==> config.mk <==
export PLATFORM = sky130hd
export DESIGN_NAME = pointer_record_verifier
export DESIGN_NICKNAME = d
export VERILOG_FILES = /design/src/rtl/core/pvr_pkg.sv /design/src/rtl/core/pvr_front.sv /design/src/rtl/core/pvr_fifo.sv /design/src/rtl/core/pvr_back.sv /design/src/rtl/core/pointer_record_verifier.sv
export SDC_FILE = /design/constraint.sdc
export NUM_CORES = 2
export LEC_CHECK = 0
export ABC_CLOCK_PERIOD_IN_PS = 9500
export BUFFER_PORTS_ARGS = -buffer_cell sky130_fd_sc_hd__buf_2
export CORE_MARGIN = 1.5
export CORE_UTILIZATION = 50
export CTS_CLUSTER_DIAMETER = 80
export DETAILED_ROUTE_END_ITERATION = 10
export GPL_ROUTABILITY_DRIVEN = 0
export PLACE_DENSITY = 0.69
export REMOVE_ABC_BUFFERS = 1
export SLEW_MARGIN = 20
export SYNTH_ARGS = -nofsm -noshare
export SYNTH_HDL_FRONTEND = slang
export SYNTH_SLANG_ARGS = --single-unit
==> constraint.sdc <==
create_clock -name clock -period 9.5 [get_ports clock]
set_input_delay 1.9 -clock clock [delete_from_list [all_inputs] [get_ports clock]]
set_output_delay 1.9 -clock clock [all_outputs]
set_load 0.05 [all_outputs]
==> src/rtl/core/pvr_pkg.sv <==
`timescale 1ns / 1ps

package pvr_pkg;

   // record layout
   localparam int unsigned REC_LEN     = 40;
   localparam int unsigned COUNT_W     = 6;
   localparam logic [5:0]  COUNT_MAX   = 6'd63;
   localparam logic [5:0]  REC_LEN_CNT = 6'd40;

   // magic "OROSCUR1" bytes, byte 0 in the low lane
   localparam logic [63:0] MAGIC_WORD = 64'h3152_5543_534F_524F;

   // FNV-1a 64: prime = 2^40 + 0x1B3
   localparam logic [63:0] FNV_BASIS    = 64'hCBF2_9CE4_8422_2325;
   localparam int unsigned FNV_SHIFT    = 40;
   localparam logic [8:0]  FNV_PRIME_LO = 9'h1B3;

   // splitmix64 finalizer
   localparam logic [63:0] MIX_GOLDEN = 64'h9E37_79B9_7F4A_7C15;
   localparam logic [63:0] MIX_MUL1   = 64'hBF58_476D_1CE4_E5B9;
   localparam logic [63:0] MIX_MUL2   = 64'h94D0_49BB_1331_11EB;
   localparam logic [63:0] LEN_WORD   = 64'd40;

   // result codes
   localparam logic [3:0] ST_OK        = 4'd0;
   localparam logic [3:0] ST_EXP_ZERO  = 4'd1;
   localparam logic [3:0] ST_SIZE      = 4'd2;
   localparam logic [3:0] ST_MAGIC     = 4'd3;
   localparam logic [3:0] ST_VERSION   = 4'd4;
   localparam logic [3:0] ST_RESERVED  = 4'd5;
   localparam logic [3:0] ST_NAMESPACE = 4'd6;
   localparam logic [3:0] ST_REV_ZERO  = 4'd7;
   localparam logic [3:0] ST_CHECKSUM  = 4'd8;

   // register file
   localparam int unsigned CSR_ADDR_W = 4;
   localparam int unsigned CSR_DATA_W = 64;
   localparam logic        REG_EXPECTED_NS = 1'b0;
   localparam logic        REG_FORMAT_VER  = 1'b1;

   // byte queue between front and back
   localparam int unsigned FIFO_DEPTH = 4;
   localparam int unsigned FIFO_AW    = 2;
   localparam logic [2:0]  FIFO_FULL  = 3'd4;

   typedef struct packed {
      logic [7:0] data;
      logic       last;
      logic [5:0] pos;
      logic       size_ok;
   } entry_type;

endpackage

==> src/rtl/core/pvr_front.sv <==
`timescale 1ns / 1ps

module pvr_front (
   input  logic                clock,
   input  logic                reset,
   input  logic                req_valid,
   output logic                req_ready,
   input  logic [7:0]          req_data_byte,
   input  logic                req_last_byte,
   input  logic                q_full,
   output logic                q_push,
   output pvr_pkg::entry_type  q_entry
);
   import pvr_pkg::*;

   logic [5:0] count_ff, count_in;
   logic [5:0] count_next;

   assign req_ready = !q_full;
   assign q_push    = req_valid && !q_full;

   // saturating position; size check is settled here from the count after this byte
   assign count_next = (count_ff < COUNT_MAX) ? count_ff + 6'd1 : count_ff;

   always_comb begin
      q_entry.data    = req_data_byte;
      q_entry.last    = req_last_byte;
      q_entry.pos     = count_ff;
      q_entry.size_ok = (count_next == REC_LEN_CNT);
      count_in        = count_ff;
      if (q_push) begin
         count_in = req_last_byte ? 6'd0 : count_next;
      end
   end

   always_ff @(posedge clock) begin
      if (reset) begin
         count_ff <= 6'd0;
      end else begin
         count_ff <= count_in;
      end
   end

endmodule

==> src/rtl/core/pvr_fifo.sv <==
`timescale 1ns / 1ps

module pvr_fifo (
   input  logic                clock,
   input  logic                reset,
   input  logic                push,
   input  pvr_pkg::entry_type  push_entry,
   output logic                full,
   input  logic                pop,
   output logic                not_empty,
   output pvr_pkg::entry_type  pop_entry
);
   import pvr_pkg::*;

   entry_type            slot_ff [FIFO_DEPTH];
   logic [FIFO_AW-1:0]   wr_ptr_ff, wr_ptr_in;
   logic [FIFO_AW-1:0]   rd_ptr_ff, rd_ptr_in;
   logic [FIFO_AW:0]     count_ff, count_in;

   assign full      = (count_ff == FIFO_FULL);
   assign not_empty = (count_ff != '0);
   assign pop_entry = slot_ff[rd_ptr_ff];

   always_comb begin
      wr_ptr_in = push ? wr_ptr_ff + FIFO_AW'(1) : wr_ptr_ff;
      rd_ptr_in = pop  ? rd_ptr_ff + FIFO_AW'(1) : rd_ptr_ff;
      count_in  = count_ff;
      case ({push, pop})
         2'b10:   count_in = count_ff + (FIFO_AW+1)'(1);
         2'b01:   count_in = count_ff - (FIFO_AW+1)'(1);
         default: count_in = count_ff;
      endcase
   end

   always_ff @(posedge clock) begin
      if (push) begin
         slot_ff[wr_ptr_ff] <= push_entry;
      end
   end

   always_ff @(posedge clock) begin
      if (reset) begin
         wr_ptr_ff <= '0;
         rd_ptr_ff <= '0;
         count_ff  <= '0;
      end else begin
         wr_ptr_ff <= wr_ptr_in;
         rd_ptr_ff <= rd_ptr_in;
         count_ff  <= count_in;
      end
   end

endmodule

==> src/rtl/core/pvr_back.sv <==
`timescale 1ns / 1ps

module pvr_back (
   input  logic                clock,
   input  logic                reset,
   input  logic                q_not_empty,
   input  pvr_pkg::entry_type  q_entry,
   output logic                q_pop,
   input  logic [63:0]         expected_namespace,
   input  logic [31:0]         format_version,
   output logic                rsp_valid,
   input  logic                rsp_ready,
   output logic [3:0]          rsp_status,
   output logic [63:0]         rsp_revision_out
);
   import pvr_pkg::*;

   localparam logic [2:0] S_BYTE = 3'd0;
   localparam logic [2:0] S_MIX0 = 3'd1;
   localparam logic [2:0] S_MUL  = 3'd2;
   localparam logic [2:0] S_MIX1 = 3'd3;
   localparam logic [2:0] S_POST = 3'd4;

   localparam logic [1:0] STEP_LAST = 2'd2;

   logic [2:0]  state_ff, state_in;
   logic [1:0]  step_ff, step_in;
   logic        round_ff, round_in;

   logic [63:0] hash_ff, hash_in;
   logic        magic_ok_ff, magic_ok_in;
   logic        size_ok_ff, size_ok_in;
   logic [31:0] version_ff, version_in;
   logic [31:0] reserved_ff, reserved_in;
   logic [63:0] namespace_ff, namespace_in;
   logic [63:0] revision_ff, revision_in;
   logic [63:0] sum_ff, sum_in;

   logic [63:0] mul_x_ff, mul_x_in;
   logic [63:0] acc_ff, acc_in;

   logic        out_valid_ff, out_valid_in;
   logic [3:0]  out_status_ff, out_status_in;
   logic [63:0] out_rev_ff, out_rev_in;

   logic [63:0] h_x;
   logic [63:0] h_lo_prod;
   logic [63:0] h_next;
   logic [63:0] mix_v;
   logic [63:0] mix_c;
   logic [31:0] op_a, op_b;
   logic [63:0] prod;
   logic [63:0] fin;
   logic        slot_free;
   logic        load_out;
   logic [3:0]  status;

   // hash step: h * prime = (h << 40) + h * 0x1B3
   assign h_x       = hash_ff ^ {56'd0, q_entry.data};
   assign h_lo_prod = h_x * {55'd0, FNV_PRIME_LO};
   assign h_next    = (h_x << FNV_SHIFT) + h_lo_prod;

   assign mix_v = (hash_ff ^ LEN_WORD) + MIX_GOLDEN;
   assign mix_c = round_ff ? MIX_MUL2 : MIX_MUL1;

   // 64x64 low product from three 32x32 partial products, one a cycle
   always_comb begin
      case (step_ff)
         2'd0:    begin op_a = mul_x_ff[31:0];  op_b = mix_c[31:0];  end
         2'd1:    begin op_a = mul_x_ff[31:0];  op_b = mix_c[63:32]; end
         default: begin op_a = mul_x_ff[63:32]; op_b = mix_c[31:0];  end
      endcase
   end
   assign prod = {32'd0, op_a} * {32'd0, op_b};

   assign fin       = acc_ff ^ (acc_ff >> 31);
   assign slot_free = !out_valid_ff || rsp_ready;
   assign load_out  = (state_ff == S_POST) && slot_free;
   assign q_pop     = (state_ff == S_BYTE) && q_not_empty;

   always_comb begin
      if (expected_namespace == 64'd0)         status = ST_EXP_ZERO;
      else if (!size_ok_ff)                    status = ST_SIZE;
      else if (!magic_ok_ff)                   status = ST_MAGIC;
      else if (version_ff != format_version)   status = ST_VERSION;
      else if (reserved_ff != 32'd0)           status = ST_RESERVED;
      else if (namespace_ff != expected_namespace) status = ST_NAMESPACE;
      else if (revision_ff == 64'd0)           status = ST_REV_ZERO;
      else if (fin != sum_ff)                  status = ST_CHECKSUM;
      else                                     status = ST_OK;
   end

   always_comb begin
      state_in      = state_ff;
      step_in       = step_ff;
      round_in      = round_ff;
      hash_in       = hash_ff;
      magic_ok_in   = magic_ok_ff;
      size_ok_in    = size_ok_ff;
      version_in    = version_ff;
      reserved_in   = reserved_ff;
      namespace_in  = namespace_ff;
      revision_in   = revision_ff;
      sum_in        = sum_ff;
      mul_x_in      = mul_x_ff;
      acc_in        = acc_ff;
      out_valid_in  = out_valid_ff && !rsp_ready;
      out_status_in = out_status_ff;
      out_rev_in    = out_rev_ff;

      case (state_ff)
         S_BYTE: begin
            if (q_pop) begin
               if (!q_entry.pos[5]) begin
                  hash_in = h_next;
               end
               case (q_entry.pos[5:3])
                  3'd0: begin
                     if (q_entry.data != MAGIC_WORD[{q_entry.pos[2:0], 3'b000} +: 8]) begin
                        magic_ok_in = 1'b0;
                     end
                  end
                  3'd1: begin
                     if (q_entry.pos[2]) begin
                        reserved_in[{q_entry.pos[1:0], 3'b000} +: 8] = q_entry.data;
                     end else begin
                        version_in[{q_entry.pos[1:0], 3'b000} +: 8] = q_entry.data;
                     end
                  end
                  3'd2:    namespace_in[{q_entry.pos[2:0], 3'b000} +: 8] = q_entry.data;
                  3'd3:    revision_in[{q_entry.pos[2:0], 3'b000} +: 8] = q_entry.data;
                  3'd4:    sum_in[{q_entry.pos[2:0], 3'b000} +: 8] = q_entry.data;
                  default: ;  // past the record: not stored
               endcase
               if (q_entry.last) begin
                  size_ok_in = q_entry.size_ok;
                  state_in   = S_MIX0;
               end
            end
         end
         S_MIX0: begin
            mul_x_in = mix_v ^ (mix_v >> 30);
            round_in = 1'b0;
            step_in  = 2'd0;
            state_in = S_MUL;
         end
         S_MUL: begin
            if (step_ff == 2'd0) begin
               acc_in = prod;
            end else begin
               acc_in = acc_ff + {prod[31:0], 32'd0};
            end
            step_in = step_ff + 2'd1;
            if (step_ff == STEP_LAST) begin
               state_in = round_ff ? S_POST : S_MIX1;
            end
         end
         S_MIX1: begin
            mul_x_in = acc_ff ^ (acc_ff >> 27);
            round_in = 1'b1;
            step_in  = 2'd0;
            state_in = S_MUL;
         end
         S_POST: begin
            if (slot_free) begin
               out_valid_in  = 1'b1;
               out_status_in = status;
               out_rev_in    = (status == ST_OK) ? revision_ff : 64'd0;
               hash_in       = FNV_BASIS;
               magic_ok_in   = 1'b1;
               version_in    = 32'd0;
               reserved_in   = 32'd0;
               namespace_in  = 64'd0;
               revision_in   = 64'd0;
               sum_in        = 64'd0;
               state_in      = S_BYTE;
            end
         end
         default: state_in = S_BYTE;
      endcase
   end

   always_ff @(posedge clock) begin
      if (reset) begin
         state_ff      <= S_BYTE;
         step_ff       <= 2'd0;
         round_ff      <= 1'b0;
         out_valid_ff  <= 1'b0;
         hash_ff       <= FNV_BASIS;
         magic_ok_ff   <= 1'b1;
         size_ok_ff    <= 1'b0;
         version_ff    <= 32'd0;
         reserved_ff   <= 32'd0;
         namespace_ff  <= 64'd0;
         revision_ff   <= 64'd0;
         sum_ff        <= 64'd0;
      end else begin
         state_ff      <= state_in;
         step_ff       <= step_in;
         round_ff      <= round_in;
         out_valid_ff  <= out_valid_in;
         hash_ff       <= hash_in;
         magic_ok_ff   <= magic_ok_in;
         size_ok_ff    <= size_ok_in;
         version_ff    <= version_in;
         reserved_ff   <= reserved_in;
         namespace_ff  <= namespace_in;
         revision_ff   <= revision_in;
         sum_ff        <= sum_in;
      end
   end

   always_ff @(posedge clock) begin
      mul_x_ff      <= mul_x_in;
      acc_ff        <= acc_in;
      out_status_ff <= out_status_in;
      out_rev_ff    <= out_rev_in;
   end

   assign rsp_valid        = out_valid_ff;
   assign rsp_status       = out_status_ff;
   assign rsp_revision_out = out_rev_ff;

`ifndef SYNTHESIS
   a_pop_only_idle: assert property (@(posedge clock) disable iff (reset)
      q_pop |-> state_ff == S_BYTE)
      else $error("queue popped while finalizing");

   a_step_range: assert property (@(posedge clock) disable iff (reset)
      state_ff == S_MUL |-> step_ff != 2'd3)
      else $error("multiply step out of range");

   a_ok_has_rev: assert property (@(posedge clock) disable iff (reset)
      rsp_valid && rsp_status == ST_OK |-> rsp_revision_out != 64'd0)
      else $error("ok result with zero revision");

   a_clear_after_load: assert property (@(posedge clock) disable iff (reset)
      load_out |=> rsp_valid && hash_ff == FNV_BASIS && magic_ok_ff && state_ff == S_BYTE)
      else $error("record state not cleared after result");
`endif

endmodule

==> src/rtl/core/pointer_record_verifier.sv <==
`timescale 1ns / 1ps
// rsp_valid rises once the item carrying last_byte has passed the byte queue and the back
//   end has run the splitmix64 finalizer on the shared 32x32 multiplier and then S_POST.
// Throughput: one byte per cycle inside a record while the back end waits in S_BYTE.
// A 4-entry byte queue lets the front keep accepting while the back finalizes.
// Reset (synchronous, active high) empties the queue and output, restarts the record,
//   and sets expected_namespace to 0 and format_version to 1.
module pointer_record_verifier (
   input  logic                               clock,
   input  logic                               reset,
   input  logic                               req_valid,
   output logic                               req_ready,
   input  logic [7:0]                         req_data_byte,
   input  logic                               req_last_byte,
   output logic                               rsp_valid,
   input  logic                               rsp_ready,
   output logic [3:0]                         rsp_status,
   output logic [63:0]                        rsp_revision_out,
   input  logic                               psel,
   input  logic                               penable,
   input  logic                               pwrite,
   input  logic [pvr_pkg::CSR_ADDR_W-1:0]     paddr,
   input  logic [pvr_pkg::CSR_DATA_W-1:0]     pwdata,
   output logic [pvr_pkg::CSR_DATA_W-1:0]     prdata,
   output logic                               pready
);
   import pvr_pkg::*;

   logic [63:0] exp_ns_ff, exp_ns_in;
   logic [31:0] fmt_ver_ff, fmt_ver_in;
   logic        csr_wr;
   logic        reg_sel;

   logic        q_push, q_full, q_pop, q_not_empty;
   entry_type   push_entry, pop_entry;

   // registers sit 8 bytes apart
   assign reg_sel = paddr[3];
   assign pready  = 1'b1;
   assign csr_wr  = psel && penable && pwrite;
   assign prdata  = (reg_sel == REG_FORMAT_VER) ? {32'd0, fmt_ver_ff} : exp_ns_ff;

   always_comb begin
      exp_ns_in  = exp_ns_ff;
      fmt_ver_in = fmt_ver_ff;
      if (csr_wr) begin
         case (reg_sel)
            REG_EXPECTED_NS: exp_ns_in  = pwdata;
            REG_FORMAT_VER:  fmt_ver_in = pwdata[31:0];
            default:         ;
         endcase
      end
   end

   always_ff @(posedge clock) begin
      if (reset) begin
         exp_ns_ff  <= 64'd0;
         fmt_ver_ff <= 32'd1;
      end else begin
         exp_ns_ff  <= exp_ns_in;
         fmt_ver_ff <= fmt_ver_in;
      end
   end

   pvr_front u_front (
      .clock         (clock),
      .reset         (reset),
      .req_valid     (req_valid),
      .req_ready     (req_ready),
      .req_data_byte (req_data_byte),
      .req_last_byte (req_last_byte),
      .q_full        (q_full),
      .q_push        (q_push),
      .q_entry       (push_entry)
   );

   pvr_fifo u_fifo (
      .clock      (clock),
      .reset      (reset),
      .push       (q_push),
      .push_entry (push_entry),
      .full       (q_full),
      .pop        (q_pop),
      .not_empty  (q_not_empty),
      .pop_entry  (pop_entry)
   );

   pvr_back u_back (
      .clock              (clock),
      .reset              (reset),
      .q_not_empty        (q_not_empty),
      .q_entry            (pop_entry),
      .q_pop              (q_pop),
      .expected_namespace (exp_ns_ff),
      .format_version     (fmt_ver_ff),
      .rsp_valid          (rsp_valid),
      .rsp_ready          (rsp_ready),
      .rsp_status         (rsp_status),
      .rsp_revision_out   (rsp_revision_out)
   );

endmodule
==> flow_summary.toml <==
[worst_setup_path]
cp_top_family = "adder cells"
cp_common_cell = "fa_1"
r2r-start = "u_back.step_ff[0]$_SDFFE_PP0P_"
slowest_stage = "fa_2"
start_kind = "flip-flop"
arrival_ps = 10020
r2r.worst_path.cells = 42
critPathBufInv = 13
crit_path_start = "u_back.step_ff[0]$_SDFFE_PP0P_"
crit_end = "u_back.acc_ff[62]$_DFFE_PP_"
rr_endpoint = "u_back.acc_ff[62]$_DFFE_PP_"
crit_type = "flip-flop to flip-flop"
required_ps = 9900
max_stage_delay_ps = 610
r2r_slack_ps = -120
cp-end-kind = "flip-flop"
crit_fanout = 5
cp.depth = 42

[timing]
rsz0062_at_grt = "yes"
tightest_slew_ps = 1230
setup_viol = 3
hold_violations = 0
relSlewSlack = 0.179
skew_ps = 29.4
fin_crit_sh = 1.01
timing.fmax_ghz = 0.104
fin_ws_ps = -116
fin_crit_ps = 9620
slew_viol_final = 0

[run_status]
violations = "setup timing"
outcome = "finished, violations left"

[final_layout]
final-seq-area_um2 = 16600
final_cells = 10400
fillers = 12300
layout_common_cells = "1374 x inv_1, 1046 x fa_1, 692 x nor2_1, 681 x buf_4, 582 x ha_1"
multi_input_area_um2 = 51800
fin_nets = 10200
layout-drive-gt1-share = 0.163
syn_to_final_growth_pct = 16.1
fin_util = 0.585
fin_area_um2 = 85300
final_common_cell = "inv_1"

[logic_synthesis]
netlist_top_cells_area = "fa_1 29%, dfxtp_1 12%, edfxtp_1 11%"
yosysTopAreaCellShare = 0.292
avgSynthCellArea_um2 = 9.59
yosysTopAreaCell = "fa_1"
synth_seq_cells = 700
ys_warn_count = 0
synthCells = 7661
synth_ff_type = "dfxtp_1"
ys_seq_area_frac = 0.226
synth_cell_types = 93
synth_edf_count = 260
synthArstFlopShare = 0
syn-cell-area_um2 = 73500

[route]
totalWireLength_mm = 241
drtAntennaViolNets = 0
dr_total_vias = 59800
drc = 0
drtPass1Iterations = 10
wl_per_cell_um = 23.1
drt-initial-drc-count = 6747
vias_per_cell = 5.75

[floorplanning]
core_um2 = 146000
row_count = 140
die_h_um = 386
start_util = 0.504
die_area_um2 = 149000
ioPinCount = 219
die_w_um = 386

[run]
maxCapViolations = 0

[hold_path]
hold_path_class = "flip-flop to flip-flop"

[grt]
gr-usage-met3 = 0.0767
track_usage = 0.324
gr-usage-met2 = 0.497
use_met1 = 0.430
grt_overflow = 0
grt_pass1_vias = 61600
antenna_found_initial = 7
grt_pass1_wl_mm = 365
grt-busiest-layer = "met2"
grt_max_degree = 213

[place]
port-buffer-count = 214
dp_hpwl_mm = 198
dpl_cell_area_um2 = 81100
placed_cells = 10200

[cts]
cts_tree = "done"
htreeDepth = 3
clk_path_buf_depth = 3
cts.sinks = 700
clk_root_buffer_cell = "clkbuf_16"
numCtsBuffers = 78
insertion_delay_ps = 670
path_clk_slew_ps = 60
==> through the flow <==
step                hold WS (ps)  setup TNS, ps  setup WS [ps]
floorplan                    451         -93580          -2910
global placement             472          -1610           -432
detailed placement           478          -2110           -522
CTS                          486           -160          -68.8
global route                 519          -2190           -348
finish                       487           -256           -116
==> cell usage after synthesis, types with 10 or more instances <==
cell type	n
o21bai_1	29
a21o_1	92
a31oi_1	30
or3_1	15
mux2_2	50
o211ai_1	28
o22ai_1	30
a21oi_1	352
or2_2	12
nor3_1	50
dfxtp_1	440
nand2_1	576
xor2_1	177
xnor2_1	304
nor2_1	731
nand2b_1	28
o21ai_1	10
mux2i_1	76
o21ai_0	178
o31ai_1	16
and2_1	135
ha_1	604
nor2b_1	62
and3_1	31
buf_1	15
mux4_2	15
nand4_1	72
a211oi_1	15
a22oi_1	230
o21a_1	24
clkbuf_1	221
nand3_1	60
nor4_1	72
fa_1	1073
edfxtp_1	260
inv_1	1402
==> kinds of logic (layout without fill, tap and decap cells) <==
group	count (synthesis)	in the layout	synth area share
adders and majority gates	1677	1677	0.395
DFF	700	700	0.226
xor gates and xnor gates	483	483	0.0580
buffers and inverters	1650	2466	0.0845
other	1	3	0.0000510
AOI/OAI and AO/OA	1130	1130	0.0990
and+or+nand+nor	1879	1879	0.114
muxes	141	141	0.0226
==> worst register-to-register path, delay by kind of cell, from the launching register on <==
family | cells | cell delay [ps]
buf+inv | 13 | 1570
flops | 1 | 340
compound gates | 9 | 1640
mux | 1 | 200
fa+ha+maj | 11 | 4550
simple gates | 7 | 850
xor+xnor | 1 | 220
==> what timing repair did <==
item	in CTS	in global routing
resized for setup	88	187
setup buffers	5	42
hold buffers	0	0
setup endpoints to repair	12	18
pin swaps	21	118
==> metal layers <==
metal	vias to the layer above	share of wire
met2	3284	0.44
met4	8	0.061
met1	29600	0.39
met3	744	0.11
li1	26200	-
met5	-	0.00032
==> cell type report <==
class                           count  share of cell area
Antenna cell                        2           0.0000587
Inverter                         1406              0.0622
Timing Repair Buffer              917              0.0764
Clock buffer                      110              0.0261
Multi-Input combinational cell   5311               0.607
Sequential cell                   700               0.195
Clock inverter                     33             0.00519
Tap cell                         1917              0.0281
==> worst min path at each step <==
| stage | to | cells past startpoint | start | slack [ps] |
|---|---|---|---|---|
| final | fmt_ver_ff[4]$_SDFFE_PP0P_ | 2 | fmt_ver_ff[4]$_SDFFE_PP0P_ | 490 |
| after global routing | u_back.reserved_ff[13]$_SDFFE_PP0P_ | 2 | u_back.reserved_ff[13]$_SDFFE_PP0P_ | 520 |
| after CTS | fmt_ver_ff[4]$_SDFFE_PP0P_ | 2 | fmt_ver_ff[4]$_SDFFE_PP0P_ | 490 |
| after detailed placement | fmt_ver_ff[4]$_SDFFE_PP0P_ | 2 | fmt_ver_ff[4]$_SDFFE_PP0P_ | 480 |
| after global placement | u_back.hash_ff[4]$_SDFFE_PP0P_ | 2 | u_back.hash_ff[4]$_SDFFE_PP0P_ | 470 |
| after floorplan | u_back.hash_ff[4]$_SDFFE_PP0P_ | 2 | u_back.hash_ff[4]$_SDFFE_PP0P_ | 450 |
Power is left out: the tool's default activity adds up to more than one toggle a clock period on the data nets, which glitch-free logic cannot reach.
